### config.mk
export PLATFORM = sky130hd
export DESIGN_NAME = can_index_value_receive_store
export DESIGN_NICKNAME = d
export VERILOG_FILES = /design/src/hdl/civrs_pkg.sv /design/src/hdl/can_index_value_receive_store.sv
export SDC_FILE = /design/constraint.sdc
export NUM_CORES = 1
export LEC_CHECK = 0
export BUFFER_PORTS_ARGS = -buffer_cell sky130_fd_sc_hd__buf_2
export CAP_MARGIN = 20
export CORE_MARGIN = 2
export CORE_UTILIZATION = 55
export DETAILED_ROUTE_END_ITERATION = 6
export PLACE_DENSITY = 0.74
export SLEW_MARGIN = 20
export SYNTH_ARGS = -nofsm -noshare
export SYNTH_HDL_FRONTEND = slang
export SYNTH_SLANG_ARGS = --single-unit
### constraint.sdc
create_clock -name clk -period 8.7 [get_ports clk]
set_input_delay 0 -clock clk [delete_from_list [all_inputs] [get_ports clk]]
set_output_delay 0 -clock clk [all_outputs]
set_load 0.05 [all_outputs]
### src/hdl/civrs_pkg.sv
// Shared types, constants and field layout for the index/value receive mailbox.
`default_nettype none

package civrs_pkg;

  localparam int STORE_DEPTH_DEFAULT = 16;

  localparam int OP_W        = 2;
  localparam int CAN_ID_W    = 11;
  localparam int LEN_W       = 4;
  localparam int WORD16_W    = 16;
  localparam int READ_IDX_W  = 8;
  localparam int RANGE_W     = 4;
  localparam int ADDR_FIELD_W = 5;
  localparam int SENDER_W    = 5;
  localparam int CFG_DATA_W  = 5;
  localparam int CFG_INDEX_W = 1;

  localparam int CAN_ID_LSB  = 0;
  localparam int LEN_LSB     = CAN_ID_LSB + CAN_ID_W;
  localparam int FI_LSB      = LEN_LSB + LEN_W;
  localparam int FV_LSB      = FI_LSB + WORD16_W;
  localparam int SI_LSB      = FV_LSB + WORD16_W;
  localparam int SV_LSB      = SI_LSB + WORD16_W;
  localparam int RI_LSB      = SV_LSB + WORD16_W;
  localparam int RS_LSB      = RI_LSB + READ_IDX_W;
  localparam int RE_LSB      = RS_LSB + RANGE_W;
  localparam int IN_BITS     = RE_LSB + RANGE_W;
  localparam int S_TDATA_W   = ((IN_BITS + 7) / 8) * 8;

  localparam int OUT_BITS    = WORD16_W + 1;
  localparam int M_TDATA_W   = ((OUT_BITS + 7) / 8) * 8;

  localparam int WORD_W      = WORD16_W + 1;
  localparam int FLAG_BIT    = WORD16_W;

  localparam logic [CFG_DATA_W-1:0] MAX_INDEX_RESET      = 5'd16;
  localparam logic [CFG_DATA_W-1:0] MODULE_ADDRESS_RESET = 5'd0;
  localparam logic [WORD16_W-1:0]   OUT_OF_RANGE         = 16'hFFFF;
  localparam logic [LEN_W-1:0]      LEN_TWO_PAIRS_A      = 4'd8;
  localparam logic [LEN_W-1:0]      LEN_TWO_PAIRS_B      = 4'd9;

  localparam logic [CFG_INDEX_W-1:0] REG_MODULE_ADDRESS = 1'b0;
  localparam logic [CFG_INDEX_W-1:0] REG_MAX_INDEX      = 1'b1;

  typedef enum logic [OP_W-1:0] {
    OP_RECEIVE = 2'd0,
    OP_READ    = 2'd1,
    OP_FLAG    = 2'd2,
    OP_CLEAR   = 2'd3
  } op_t;

  typedef enum logic [2:0] {
    ST_IDLE,
    ST_PAIR1,
    ST_PAIR2,
    ST_READ,
    ST_FLAG,
    ST_CLEAR
  } state_t;

endpackage

`default_nettype wire

### src/hdl/can_index_value_receive_store.sv
// Receive mailbox for index/value frames: store memory, sequencer and output register.
// Receive: if addressed, writes sender entry, then first pair, then any second pair.
// Value read and flag read: the stored word is registered, then the result is loaded
// into the output register; a new read waits until that register is free or drained.
// Range clear: clears entries from the lower bound to the upper, one entry per cycle.
// Synchronous reset clears all per-entry valid bits at once, so every entry reads as
// zero with its flag clear; there is no clearing pass.
`default_nettype none

module can_index_value_receive_store #(
  parameter int STORE_DEPTH = civrs_pkg::STORE_DEPTH_DEFAULT
) (
  input  wire logic                              clk,
  input  wire logic                              rst,
  input  wire logic                              s_tvalid,
  output logic                                   s_tready,
  // can_id, length_code, first_index, first_value, second_index, second_value,
  // read_index, range_start, range_end, zero pad
  input  wire logic [civrs_pkg::S_TDATA_W-1:0]   s_tdata,
  // operation
  input  wire logic [civrs_pkg::OP_W-1:0]        s_tuser,
  output logic                                   m_tvalid,
  input  wire logic                              m_tready,
  // read_value, flag_was_set, zero pad
  output logic [civrs_pkg::M_TDATA_W-1:0]        m_tdata,
  input  wire logic                              cfg_we,
  input  wire logic [civrs_pkg::CFG_INDEX_W-1:0] cfg_index,
  input  wire logic [civrs_pkg::CFG_DATA_W-1:0]  cfg_data
);

  localparam int AW = $clog2(STORE_DEPTH);
  localparam logic [civrs_pkg::WORD16_W:0]   DEPTH_W17 = 17'(STORE_DEPTH);
  localparam logic [civrs_pkg::READ_IDX_W:0] DEPTH_W9  = 9'(STORE_DEPTH);
  localparam logic [civrs_pkg::RANGE_W+4:0]  DEPTH_W9R = 9'(STORE_DEPTH);

  civrs_pkg::state_t state, state_next;

  logic [civrs_pkg::CFG_DATA_W-1:0] module_address;
  logic [civrs_pkg::CFG_DATA_W-1:0] max_index;

  logic [civrs_pkg::WORD_W-1:0] mem [STORE_DEPTH];
  logic [civrs_pkg::WORD_W-1:0] mem_q;
  logic                         mem_we;
  logic [AW-1:0]                mem_waddr;
  logic [civrs_pkg::WORD_W-1:0] mem_wdata;
  logic [AW-1:0]                mem_raddr;

  logic [STORE_DEPTH-1:0] valid;
  logic                   valid_set;
  logic [AW-1:0]          valid_set_addr;
  logic                   valid_clr;

  civrs_pkg::op_t in_op;
  logic [civrs_pkg::CAN_ID_W-1:0]   in_can_id;
  logic [civrs_pkg::LEN_W-1:0]      in_len;
  logic [civrs_pkg::WORD16_W-1:0]   in_fi, in_fv, in_si, in_sv;
  logic [civrs_pkg::READ_IDX_W-1:0] in_ri;
  logic [civrs_pkg::RANGE_W-1:0]    in_rs, in_re;

  logic accept, addressed, two_pairs_in;
  logic fi_ok, si_ok, p1_ok_in, p2_ok_in;
  logic ri_in_store, ri_below_max;

  logic                           p1_ok, p2_ok, two_pairs;
  logic [AW-1:0]                  p1_addr, p2_addr;
  logic [civrs_pkg::WORD16_W-1:0] p1_val, p2_val;
  logic [AW-1:0]                  rd_addr;
  logic                           rd_inrange;
  logic [civrs_pkg::RANGE_W-1:0]  cur, clr_hi;
  logic                           cur_in_store;
  logic                           flag_hit;

  logic                           out_load;
  logic [civrs_pkg::WORD16_W-1:0] out_value;
  logic                           out_flag;

  assign in_op     = civrs_pkg::op_t'(s_tuser);
  assign in_can_id = s_tdata[civrs_pkg::CAN_ID_LSB +: civrs_pkg::CAN_ID_W];
  assign in_len    = s_tdata[civrs_pkg::LEN_LSB +: civrs_pkg::LEN_W];
  assign in_fi     = s_tdata[civrs_pkg::FI_LSB +: civrs_pkg::WORD16_W];
  assign in_fv     = s_tdata[civrs_pkg::FV_LSB +: civrs_pkg::WORD16_W];
  assign in_si     = s_tdata[civrs_pkg::SI_LSB +: civrs_pkg::WORD16_W];
  assign in_sv     = s_tdata[civrs_pkg::SV_LSB +: civrs_pkg::WORD16_W];
  assign in_ri     = s_tdata[civrs_pkg::RI_LSB +: civrs_pkg::READ_IDX_W];
  assign in_rs     = s_tdata[civrs_pkg::RS_LSB +: civrs_pkg::RANGE_W];
  assign in_re     = s_tdata[civrs_pkg::RE_LSB +: civrs_pkg::RANGE_W];

  assign accept    = s_tvalid && s_tready;
  assign addressed = (in_can_id[civrs_pkg::CAN_ID_W-1 -: civrs_pkg::ADDR_FIELD_W]
                      == module_address);
  assign two_pairs_in = (in_len == civrs_pkg::LEN_TWO_PAIRS_A) ||
                        (in_len == civrs_pkg::LEN_TWO_PAIRS_B);

  assign fi_ok = ({1'b0, in_fi} < DEPTH_W17) && (in_fi < 16'(max_index));
  assign si_ok = ({1'b0, in_si} < DEPTH_W17) && (in_si < 16'(max_index));

  // Pairs aimed at the sender entry are dropped because the sender write wins,
  // and a first pair hit again by the second pair is dropped as well.
  assign p2_ok_in = two_pairs_in && si_ok && (in_si != '0);
  assign p1_ok_in = fi_ok && (in_fi != '0) && !(two_pairs_in && si_ok && (in_si == in_fi));

  assign ri_in_store  = ({1'b0, in_ri} < DEPTH_W9);
  assign ri_below_max = (in_ri < 8'(max_index));

  assign cur_in_store = (9'(cur) < DEPTH_W9R);
  assign flag_hit     = rd_inrange && valid[rd_addr] && mem_q[civrs_pkg::FLAG_BIT];
  assign mem_raddr    = AW'(in_ri);

  always_ff @(posedge clk) begin
    if (rst) begin
      state <= civrs_pkg::ST_IDLE;
    end else begin
      state <= state_next;
    end
  end

  always_comb begin
    state_next     = state;
    s_tready       = 1'b0;
    mem_we         = 1'b0;
    mem_waddr      = '0;
    mem_wdata      = '0;
    valid_set      = 1'b0;
    valid_set_addr = '0;
    valid_clr      = 1'b0;
    out_load       = 1'b0;
    out_value      = '0;
    out_flag       = 1'b0;
    case (state)
      civrs_pkg::ST_IDLE: begin
        s_tready = !m_tvalid || m_tready ||
                   (in_op == civrs_pkg::OP_RECEIVE) || (in_op == civrs_pkg::OP_CLEAR);
        if (s_tvalid && s_tready) begin
          case (in_op)
            civrs_pkg::OP_RECEIVE: begin
              if (addressed) begin
                mem_we         = 1'b1;
                mem_waddr      = '0;
                mem_wdata      = {1'b1, 11'd0, in_can_id[civrs_pkg::SENDER_W-1:0]};
                valid_set      = 1'b1;
                valid_set_addr = '0;
                state_next     = civrs_pkg::ST_PAIR1;
              end
            end
            civrs_pkg::OP_READ:  state_next = civrs_pkg::ST_READ;
            civrs_pkg::OP_FLAG:  state_next = civrs_pkg::ST_FLAG;
            civrs_pkg::OP_CLEAR: state_next = civrs_pkg::ST_CLEAR;
            default:             state_next = civrs_pkg::ST_IDLE;
          endcase
        end
      end
      civrs_pkg::ST_PAIR1: begin
        if (p1_ok) begin
          mem_we         = 1'b1;
          mem_waddr      = p1_addr;
          mem_wdata      = {1'b1, p1_val};
          valid_set      = 1'b1;
          valid_set_addr = p1_addr;
        end
        state_next = two_pairs ? civrs_pkg::ST_PAIR2 : civrs_pkg::ST_IDLE;
      end
      civrs_pkg::ST_PAIR2: begin
        if (p2_ok) begin
          mem_we         = 1'b1;
          mem_waddr      = p2_addr;
          mem_wdata      = {1'b1, p2_val};
          valid_set      = 1'b1;
          valid_set_addr = p2_addr;
        end
        state_next = civrs_pkg::ST_IDLE;
      end
      civrs_pkg::ST_READ: begin
        out_load = 1'b1;
        if (!rd_inrange) begin
          out_value = civrs_pkg::OUT_OF_RANGE;
        end else if (valid[rd_addr]) begin
          out_value = mem_q[civrs_pkg::WORD16_W-1:0];
        end
        state_next = civrs_pkg::ST_IDLE;
      end
      civrs_pkg::ST_FLAG: begin
        out_load = 1'b1;
        out_flag = flag_hit;
        if (flag_hit) begin
          mem_we    = 1'b1;
          mem_waddr = rd_addr;
          mem_wdata = {1'b0, mem_q[civrs_pkg::WORD16_W-1:0]};
        end
        state_next = civrs_pkg::ST_IDLE;
      end
      civrs_pkg::ST_CLEAR: begin
        valid_clr = cur_in_store;
        if (cur == clr_hi) begin
          state_next = civrs_pkg::ST_IDLE;
        end
      end
      default: state_next = civrs_pkg::ST_IDLE;
    endcase
  end

  always_ff @(posedge clk) begin
    if (accept) begin
      p1_ok     <= p1_ok_in;
      p2_ok     <= p2_ok_in;
      two_pairs <= two_pairs_in;
      p1_addr   <= AW'(in_fi);
      p2_addr   <= AW'(in_si);
      p1_val    <= in_fv;
      p2_val    <= in_sv;
      rd_addr   <= AW'(in_ri);
      rd_inrange <= (in_op == civrs_pkg::OP_READ) ? (ri_in_store && ri_below_max)
                                                  : ri_in_store;
      cur       <= (in_rs > in_re) ? in_re : in_rs;
      clr_hi    <= (in_rs > in_re) ? in_rs : in_re;
    end else if (state == civrs_pkg::ST_CLEAR) begin
      cur <= cur + 1'b1;
    end
  end

  always_ff @(posedge clk) begin
    if (mem_we) begin
      mem[mem_waddr] <= mem_wdata;
    end
    mem_q <= mem[mem_raddr];
  end

  always_ff @(posedge clk) begin
    if (rst) begin
      valid <= '0;
    end else if (valid_set) begin
      valid[valid_set_addr] <= 1'b1;
    end else if (valid_clr) begin
      valid[AW'(cur)] <= 1'b0;
    end
  end

  always_ff @(posedge clk) begin
    if (rst) begin
      module_address <= civrs_pkg::MODULE_ADDRESS_RESET;
      max_index      <= civrs_pkg::MAX_INDEX_RESET;
    end else if (cfg_we) begin
      case (cfg_index)
        civrs_pkg::REG_MODULE_ADDRESS: module_address <= cfg_data;
        civrs_pkg::REG_MAX_INDEX:      max_index      <= cfg_data;
        default: ;
      endcase
    end
  end

  always_ff @(posedge clk) begin
    if (rst) begin
      m_tvalid <= 1'b0;
    end else if (out_load) begin
      m_tvalid <= 1'b1;
    end else if (m_tready) begin
      m_tvalid <= 1'b0;
    end
  end

  always_ff @(posedge clk) begin
    if (out_load) begin
      m_tdata <= civrs_pkg::M_TDATA_W'({out_flag, out_value});
    end
  end

`ifndef SYNTH
  a_ready_only_idle: assert property (@(posedge clk) disable iff (rst)
    s_tready |-> (state == civrs_pkg::ST_IDLE))
    else $error("input taken outside idle");

  a_out_free_on_load: assert property (@(posedge clk) disable iff (rst)
    out_load |-> !m_tvalid)
    else $error("result loaded over a waiting result");

  a_clear_ends: assert property (@(posedge clk) disable iff (rst)
    (state == civrs_pkg::ST_CLEAR) && (cur == clr_hi) |=> (state == civrs_pkg::ST_IDLE))
    else $error("range clear ran past its upper bound");

  a_pair_not_sender: assert property (@(posedge clk) disable iff (rst)
    mem_we && ((state == civrs_pkg::ST_PAIR1) || (state == civrs_pkg::ST_PAIR2))
    |-> (mem_waddr != '0))
    else $error("pair write overrode the sender entry");

  a_reset_clears_valid: assert property (@(posedge clk)
    $past(rst) |-> (valid == '0))
    else $error("valid bits not cleared by reset");
`endif

endmodule

`default_nettype wire

Word-level counts from Yosys, hierarchy flattened
Memories as Yosys holds them, arrays and structs flattened. A register that Yosys moved wholly into a read port is not among the register bits.
Cells that the tools add are included.
{"block": "word_totals", "reg_bits": 103, "ramBits": 272, "input_bits": 109, "output_inout_bits": 26, "memories": 1}
{"memory": "mem", "depth": 16, "word_bits": 17, "rd": 1, "rd_ports_with_merged_regs": 1, "wr": 1, "line": "can_index_value_receive_store.sv:41", "rtl": "logic [civrs_pkg::WORD_W-1:0] mem [STORE_DEPTH];"}
{"block": "op_classes", "addsub": 1, "magnitude_cmp": 12, "eq_ne": 16, "n_mux": 48, "n_bitwise": 4, "reduce_logical": 31}
{"operator": "$mux W17", "n": 5}
{"operator": "$mux W16", "n": 5}
{"operator": "$pmux W17 S4", "n": 1}
{"operator": "$lt A16 B5 Y1", "n": 2}
{"operator": "$lt A16 B5 Y1 const B", "n": 2}
{"operator": "$reduce_bool A16 Y1", "n": 2}
{"operator": "$mux W4", "n": 7}
{"operator": "$mux W1", "n": 17}
{"operator": "$and A16 B16 Y16", "n": 1}
{"operator": "$eq A16 B16 Y1", "n": 1}
{"operator": "$not A16 Y16", "n": 1}
{"operator": "$or A16 B16 Y16", "n": 1}
{"operator": "$lt A4 B5 Y1 const B", "n": 3}
{"operator": "$logic_and A1 B1 Y1", "n": 14}
{"operator": "$pmux W3 S4", "n": 1}
{"operator": "$pmux W4 S3", "n": 1}
{"operator": "$mux W3", "n": 3}
{"operator": "$pmux W3 S3", "n": 1}
{"operator": "$demux W1 S4", "n": 2}
{"operator": "$eq A4 B4 Y1 const B", "n": 2}
{"operator": "$ge A4 B1 Y1 const B", "n": 2}
{"operator": "$lt A8 B5 Y1", "n": 1}
{"operator": "$lt A8 B5 Y1 const B", "n": 1}
{"operator": "$pmux W4 S2", "n": 1}
{"operator": "24 further kinds", "n": 35}

Longest topological paths before layout
{"block": "depth", "ltp_word": 9, "depth_mapped": 9}

Worst setup path before layout
OpenSTA, ideal clock, no wires.
{"block": "synth_timing", "path_type": "register -> register", "start": "register state[0]", "end": "register cur[0] in the netlist's numbering (data pin)", "setup_time_ps": 311, "arrival_ps": 3139, "required_ps": 8389, "slack_ps": 5250, "stages_incl_launch_ff": 7, "synth_period_minus_slack_ps": 3450, "cell_sequence": "dfxtp_1 > buf_2 > nor3_1 > nor2b_1 > nand2_1 > inv_1 > mux2i_1"}
{"block": "synth_via", "elab_chain_len": 4}
{"element": "from (decl)", "line": "can_index_value_receive_store.sv:36", "rtl": "civrs_pkg::state_t state, state_next;"}
{"element": "from (signal assigned)", "line": "can_index_value_receive_store.sv:111", "rtl": "state <= civrs_pkg::ST_IDLE;"}
{"element": "from (signal assigned)", "line": "can_index_value_receive_store.sv:113", "rtl": "state <= state_next;"}
{"element": "$logic_not A3 Y1", "line": "can_index_value_receive_store.sv:129", "rtl": "case (state)"}
{"element": "$mux W1", "line": "can_index_value_receive_store.sv:129"}
{"element": "net s_tready", "line": "can_index_value_receive_store.sv:16", "rtl": "output logic s_tready,"}
{"element": "$logic_and A1 B1 Y1", "line": "can_index_value_receive_store.sv:88", "rtl": "assign accept = s_tvalid && s_tready;"}
{"element": "net accept", "line": "can_index_value_receive_store.sv:60", "rtl": "logic accept, addressed, two_pairs_in;"}
{"element": "$mux W4", "line": "can_index_value_receive_store.sv:202", "rtl": "if (accept) begin"}
{"element": "to (signal assigned)", "line": "can_index_value_receive_store.sv:213", "rtl": "cur <= (in_rs > in_re) ? in_re : in_rs;"}
{"element": "to (signal assigned)", "line": "can_index_value_receive_store.sv:216", "rtl": "cur <= cur + 1'b1;"}
{"element": "to (decl)", "line": "can_index_value_receive_store.sv:69", "rtl": "logic [civrs_pkg::RANGE_W-1:0] cur, clr_hi;"}
The timed path passes the listed nets, and every way through them passes these cells.
A chain may end at the register's enable or synchronous reset.

Worst setup path in the final report
{"block": "layout_timing", "start": "register rd_addr[0]", "end": "memory mem[7][2] in the netlist's numbering (enable)"}
{"block": "layout_via", "elab_chain_len": 8, "elab_cells_between_ends": 10}
{"element": "from (decl)", "line": "can_index_value_receive_store.sv:67", "rtl": "logic [AW-1:0] rd_addr;"}
{"element": "from (signal assigned)", "line": "can_index_value_receive_store.sv:210", "rtl": "rd_addr <= AW'(in_ri);"}
{"element": "$bmux W1 S4", "line": "can_index_value_receive_store.sv:106", "rtl": "assign flag_hit = rd_inrange && valid[rd_addr] && mem_q[civrs_pkg::FLAG_BIT];"}
{"element": "$mux W1 (implied by the code)", "line": "can_index_value_receive_store.sv:106"}
{"element": "$logic_and A1 B1 Y1 (2 in series)", "line": "can_index_value_receive_store.sv:106"}
{"element": "$mux W1", "line": "can_index_value_receive_store.sv:184", "rtl": "if (flag_hit) begin"}
{"element": "$pmux W1 S4", "line": "can_index_value_receive_store.sv:129"}
{"element": "$mux W1", "line": "can_index_value_receive_store.sv:221", "rtl": "if (mem_we) begin"}
{"element": "$mux W1 (implied by the code)", "line": "can_index_value_receive_store.sv:222", "rtl": "mem[mem_waddr] <= mem_wdata;"}
{"element": "to (decl)", "line": "can_index_value_receive_store.sv:41"}
Parallel ways exist; a longest one is shown, timed or not. The select of a mux whose other input is x is not followed.

==> results.json <==
{
  "syn_inst": 915,
  "cts_buffer_depth": 3,
  "final_layout_size_suffix_gt1_share_pct": 27.0,
  "layout.cells.non_filler": 1556,
  "netlist_area_um2": 15900,
  "syn_avg_cell_area_um2": 17.4,
  "cts-resized-gates": 0,
  "reg2reg_from": "rd_addr[0]",
  "route.detailed.drc": 0,
  "synth_cell_types": 60,
  "ys_seq_area_share_pct": 70.9,
  "max_stage_delay_ns": 0.72,
  "yosys_warnings": 0,
  "cts_root_buf": "clkbuf_16",
  "cp.required_ns": 8.93,
  "rrSetupSlack_ns": 4.83,
  "reg2reg_depth": 8,
  "yosysTopAreaCell": "edfxtp_1",
  "path_clk_slew_ns": 0.06,
  "min_path_type": "input pin to register",
  "max_freq_mhz": 258,
  "dr.pass1.iters": 7,
  "gp_congestion": 0.883,
  "synth_ff_type": "edfxtp_1",
  "grtUsageTotal_pct": 24.4,
  "worst_slew_pin_slew_ns": 1.07,
  "reg2reg_to": "mem[7][2]",
  "synth_area_leaders": "edfxtp_1, mux4_2, dfxtp_1",
  "netlist.area_leader.share_pct": 65.0,
  "synth_edf_count": 345,
  "drtAntennaViolNets": 0,
  "routed_via_density": 5.92,
  "path_class": "register to register",
  "hp-start": "s_tdata[62]",
  "cts_tree": "yes",
  "area_delta_synth_final_pct": 20.2,
  "period_share_pct": 44.5,
  "post-route-min-period_ns": 3.87,
  "grt_pass1_vias": 9411,
  "portBuffers": 124,
  "placedCellCount": 1400,
  "grt_overflow": 0,
  "clock_skew_ns": 0.0224,
  "start_util_pct": 55.7,
  "worstPathArrival_ns": 4.10,
  "setup_viol": 0,
  "grt_start_max_net_pins": 71,
  "pin_count": 135,
  "routed_wl_um": 36100,
  "wl_per_cell_um": 23.2,
  "maxSlewViolCount": 0,
  "dieWidth_um": 174,
  "num_vias": 9206,
  "crit_fanout": 20,
  "die_h_um": 174,
  "maxCapViolCount": 0,
  "startpoint_type": "register",
  "crit_path_cell_trace": "mux2i_1 -> a221oi_2 -> and2_4 -> o21ai_2 -> inv_2 -> o21ai_0 -> nor2_1 -> buf_4",
  "hold_violations": 0,
  "path_buf_inv": 2,
  "htree_levels": 2,
  "min_path_cells": 5,
  "die_area_um2": 30300,
  "finalSetupTns_ns": 0,
  "status": "completed",
  "pwr_density_cell_nw_per_um2": 221,
  "antenna_cells": 0,
  "peakVddDrop_mv": 0.173,
  "grt_setup_unrepaired": "false",
  "cts_buffers": 40,
  "slew_headroom_pct": 28.9,
  "leakage_nw": 6.83,
  "ys_ff_latch": 392,
  "holdPathEnd": "p2_ok",
  "num-nets-final": 1269,
  "clk_latency_ns": 0.54,
  "grt_pass1_wl_um": 55200,
  "place_hpwl_um": 21200,
  "fillers": 1845,
  "dr.first_iter.drc_count": 1044,
  "worstSetupEndpointType": "register",
  "core_area_um2": 28600,
  "row_count": 62,
  "crit_path_top_delay_cell": "edfxtp_1",
  "antenna_found_initial": 0,
  "path_delay_family": "simple AND/OR/NAND/NOR gates",
  "cts_num_sinks": 392,
  "async_reset_ff_share_pct": 0
}
power by group:
group	internal, mW	total [mW]	switching (mW)
logic	0.154	0.370	0.216
registers	2.13	2.18	0.0469
clock network	0.982	1.69	0.709
total	3.27	4.24	0.972
worst register-to-register path, cell delays in order (launching register included):
cell	delay (ns)
edfxtp_1	0.72
mux2i_1	0.24
a221oi_2	0.42
and2_4	0.24
o21ai_2	0.07
inv_2	0.43
o21ai_0	0.37
nor2_1	0.70
buf_4	0.37
routing by layer:
layer	part of all wire (%)	vias up	global-route usage (%)
li1	-	4078	-
met1	40	4653	32.3
met2	50	391	41.3
met3	7.1	84	4.24
met4	2.8	0	8.30
met5	0	-	0
cell usage in the layout (no fill, tap or decap), types with 24 or more instances in the layout:
cell type	instances
edfxtp_1	345
buf_2	123
mux4_2	85
dlygate4sd3_1	82
nand2_1	62
dfxtp_1	47
a21oi_1	41
clkbuf_16	41
nor2_1	36
inv_1	25
o21ai_0	24
cell usage after synthesis (16+ instances only):
library cell  instances
a21oi_1              41
a222oi_1             16
clkbuf_1             22
dfxtp_1              47
edfxtp_1            345
ha_1                 20
inv_1                26
mux4_2               85
nand2_1              62
nor2_1               38
o21ai_0              24
xnor2_1              22
worst max path at each step:
stage | startpoint | endpoint | slack, ns | cells past startpoint
global placement | rd_addr[0] | mem[7][2] | 4.94 | 8
floorplan | state[0] | cur[0] | 5.25 | 6
finish | rd_addr[0] | mem[7][2] | 4.83 | 8
global route | rd_addr[0] | mem[7][13] | 4.57 | 8
CTS | rd_addr[0] | mem[7][2] | 4.84 | 8
detailed placement | rd_addr[0] | mem[7][0] | 4.89 | 8
area by class of cell:
class,count,area [µm²],area share (%)
flip-flops and latches,392,11300,59.0
multi-input cells,452,4330,22.6
repair buffers,227,1610,8.38
clock buffers,54,1120,5.88
well taps,384,480,2.51
clock inverters,20,199,1.04
inverters,27,101,0.529
state kept, by name, summed over array words and instances (netlist names), 5 cells and up:
register and count:
p2_val 16, p1_val 16, m_tdata 17, mem_q 17
module_address 5, mem 272, max_index 5, valid 16
kinds of logic after synthesis:
kind of cell	after synthesis	share of synthesized area, %
flip-flops	392	70.9
AND/OR/NAND/NOR	167	5.07
AO/OA/AOI/OAI	124	5.24
multiplexers	106	13.4
buffers and inverters	77	2.23
XOR/XNOR	28	1.54
adder cells (fa/ha/maj)	20	1.57
other	1	0.0235
through the flow:
step | util, % | worst slack, ns | hold WS (ns) | total power [mW] | instance area, µm²
4_1_cts | 66.9 | 4.84 | 0.0133 | 4.26 | 19100
6_report | 66.9 | 4.83 | 0.0360 | 4.24 | 19100
3_3_place_gp | 59.4 | 4.94 | 0.177 | 2.54 | 17000
5_1_grt | 66.9 | 4.57 | 0.0547 | 4.38 | 19100
2_1_floorplan | - | 5.25 | 0.0989 | 2.43 | 16000
3_5_place_dp | 59.4 | 4.89 | 0.178 | 2.55 | 17000
what timing repair did:
item	in CTS	in global routing
hold buffers	82	0
setup buffers	0	0
hold endpoints to repair	80	0
No activity file was read; power rests on OpenSTA's default activity.
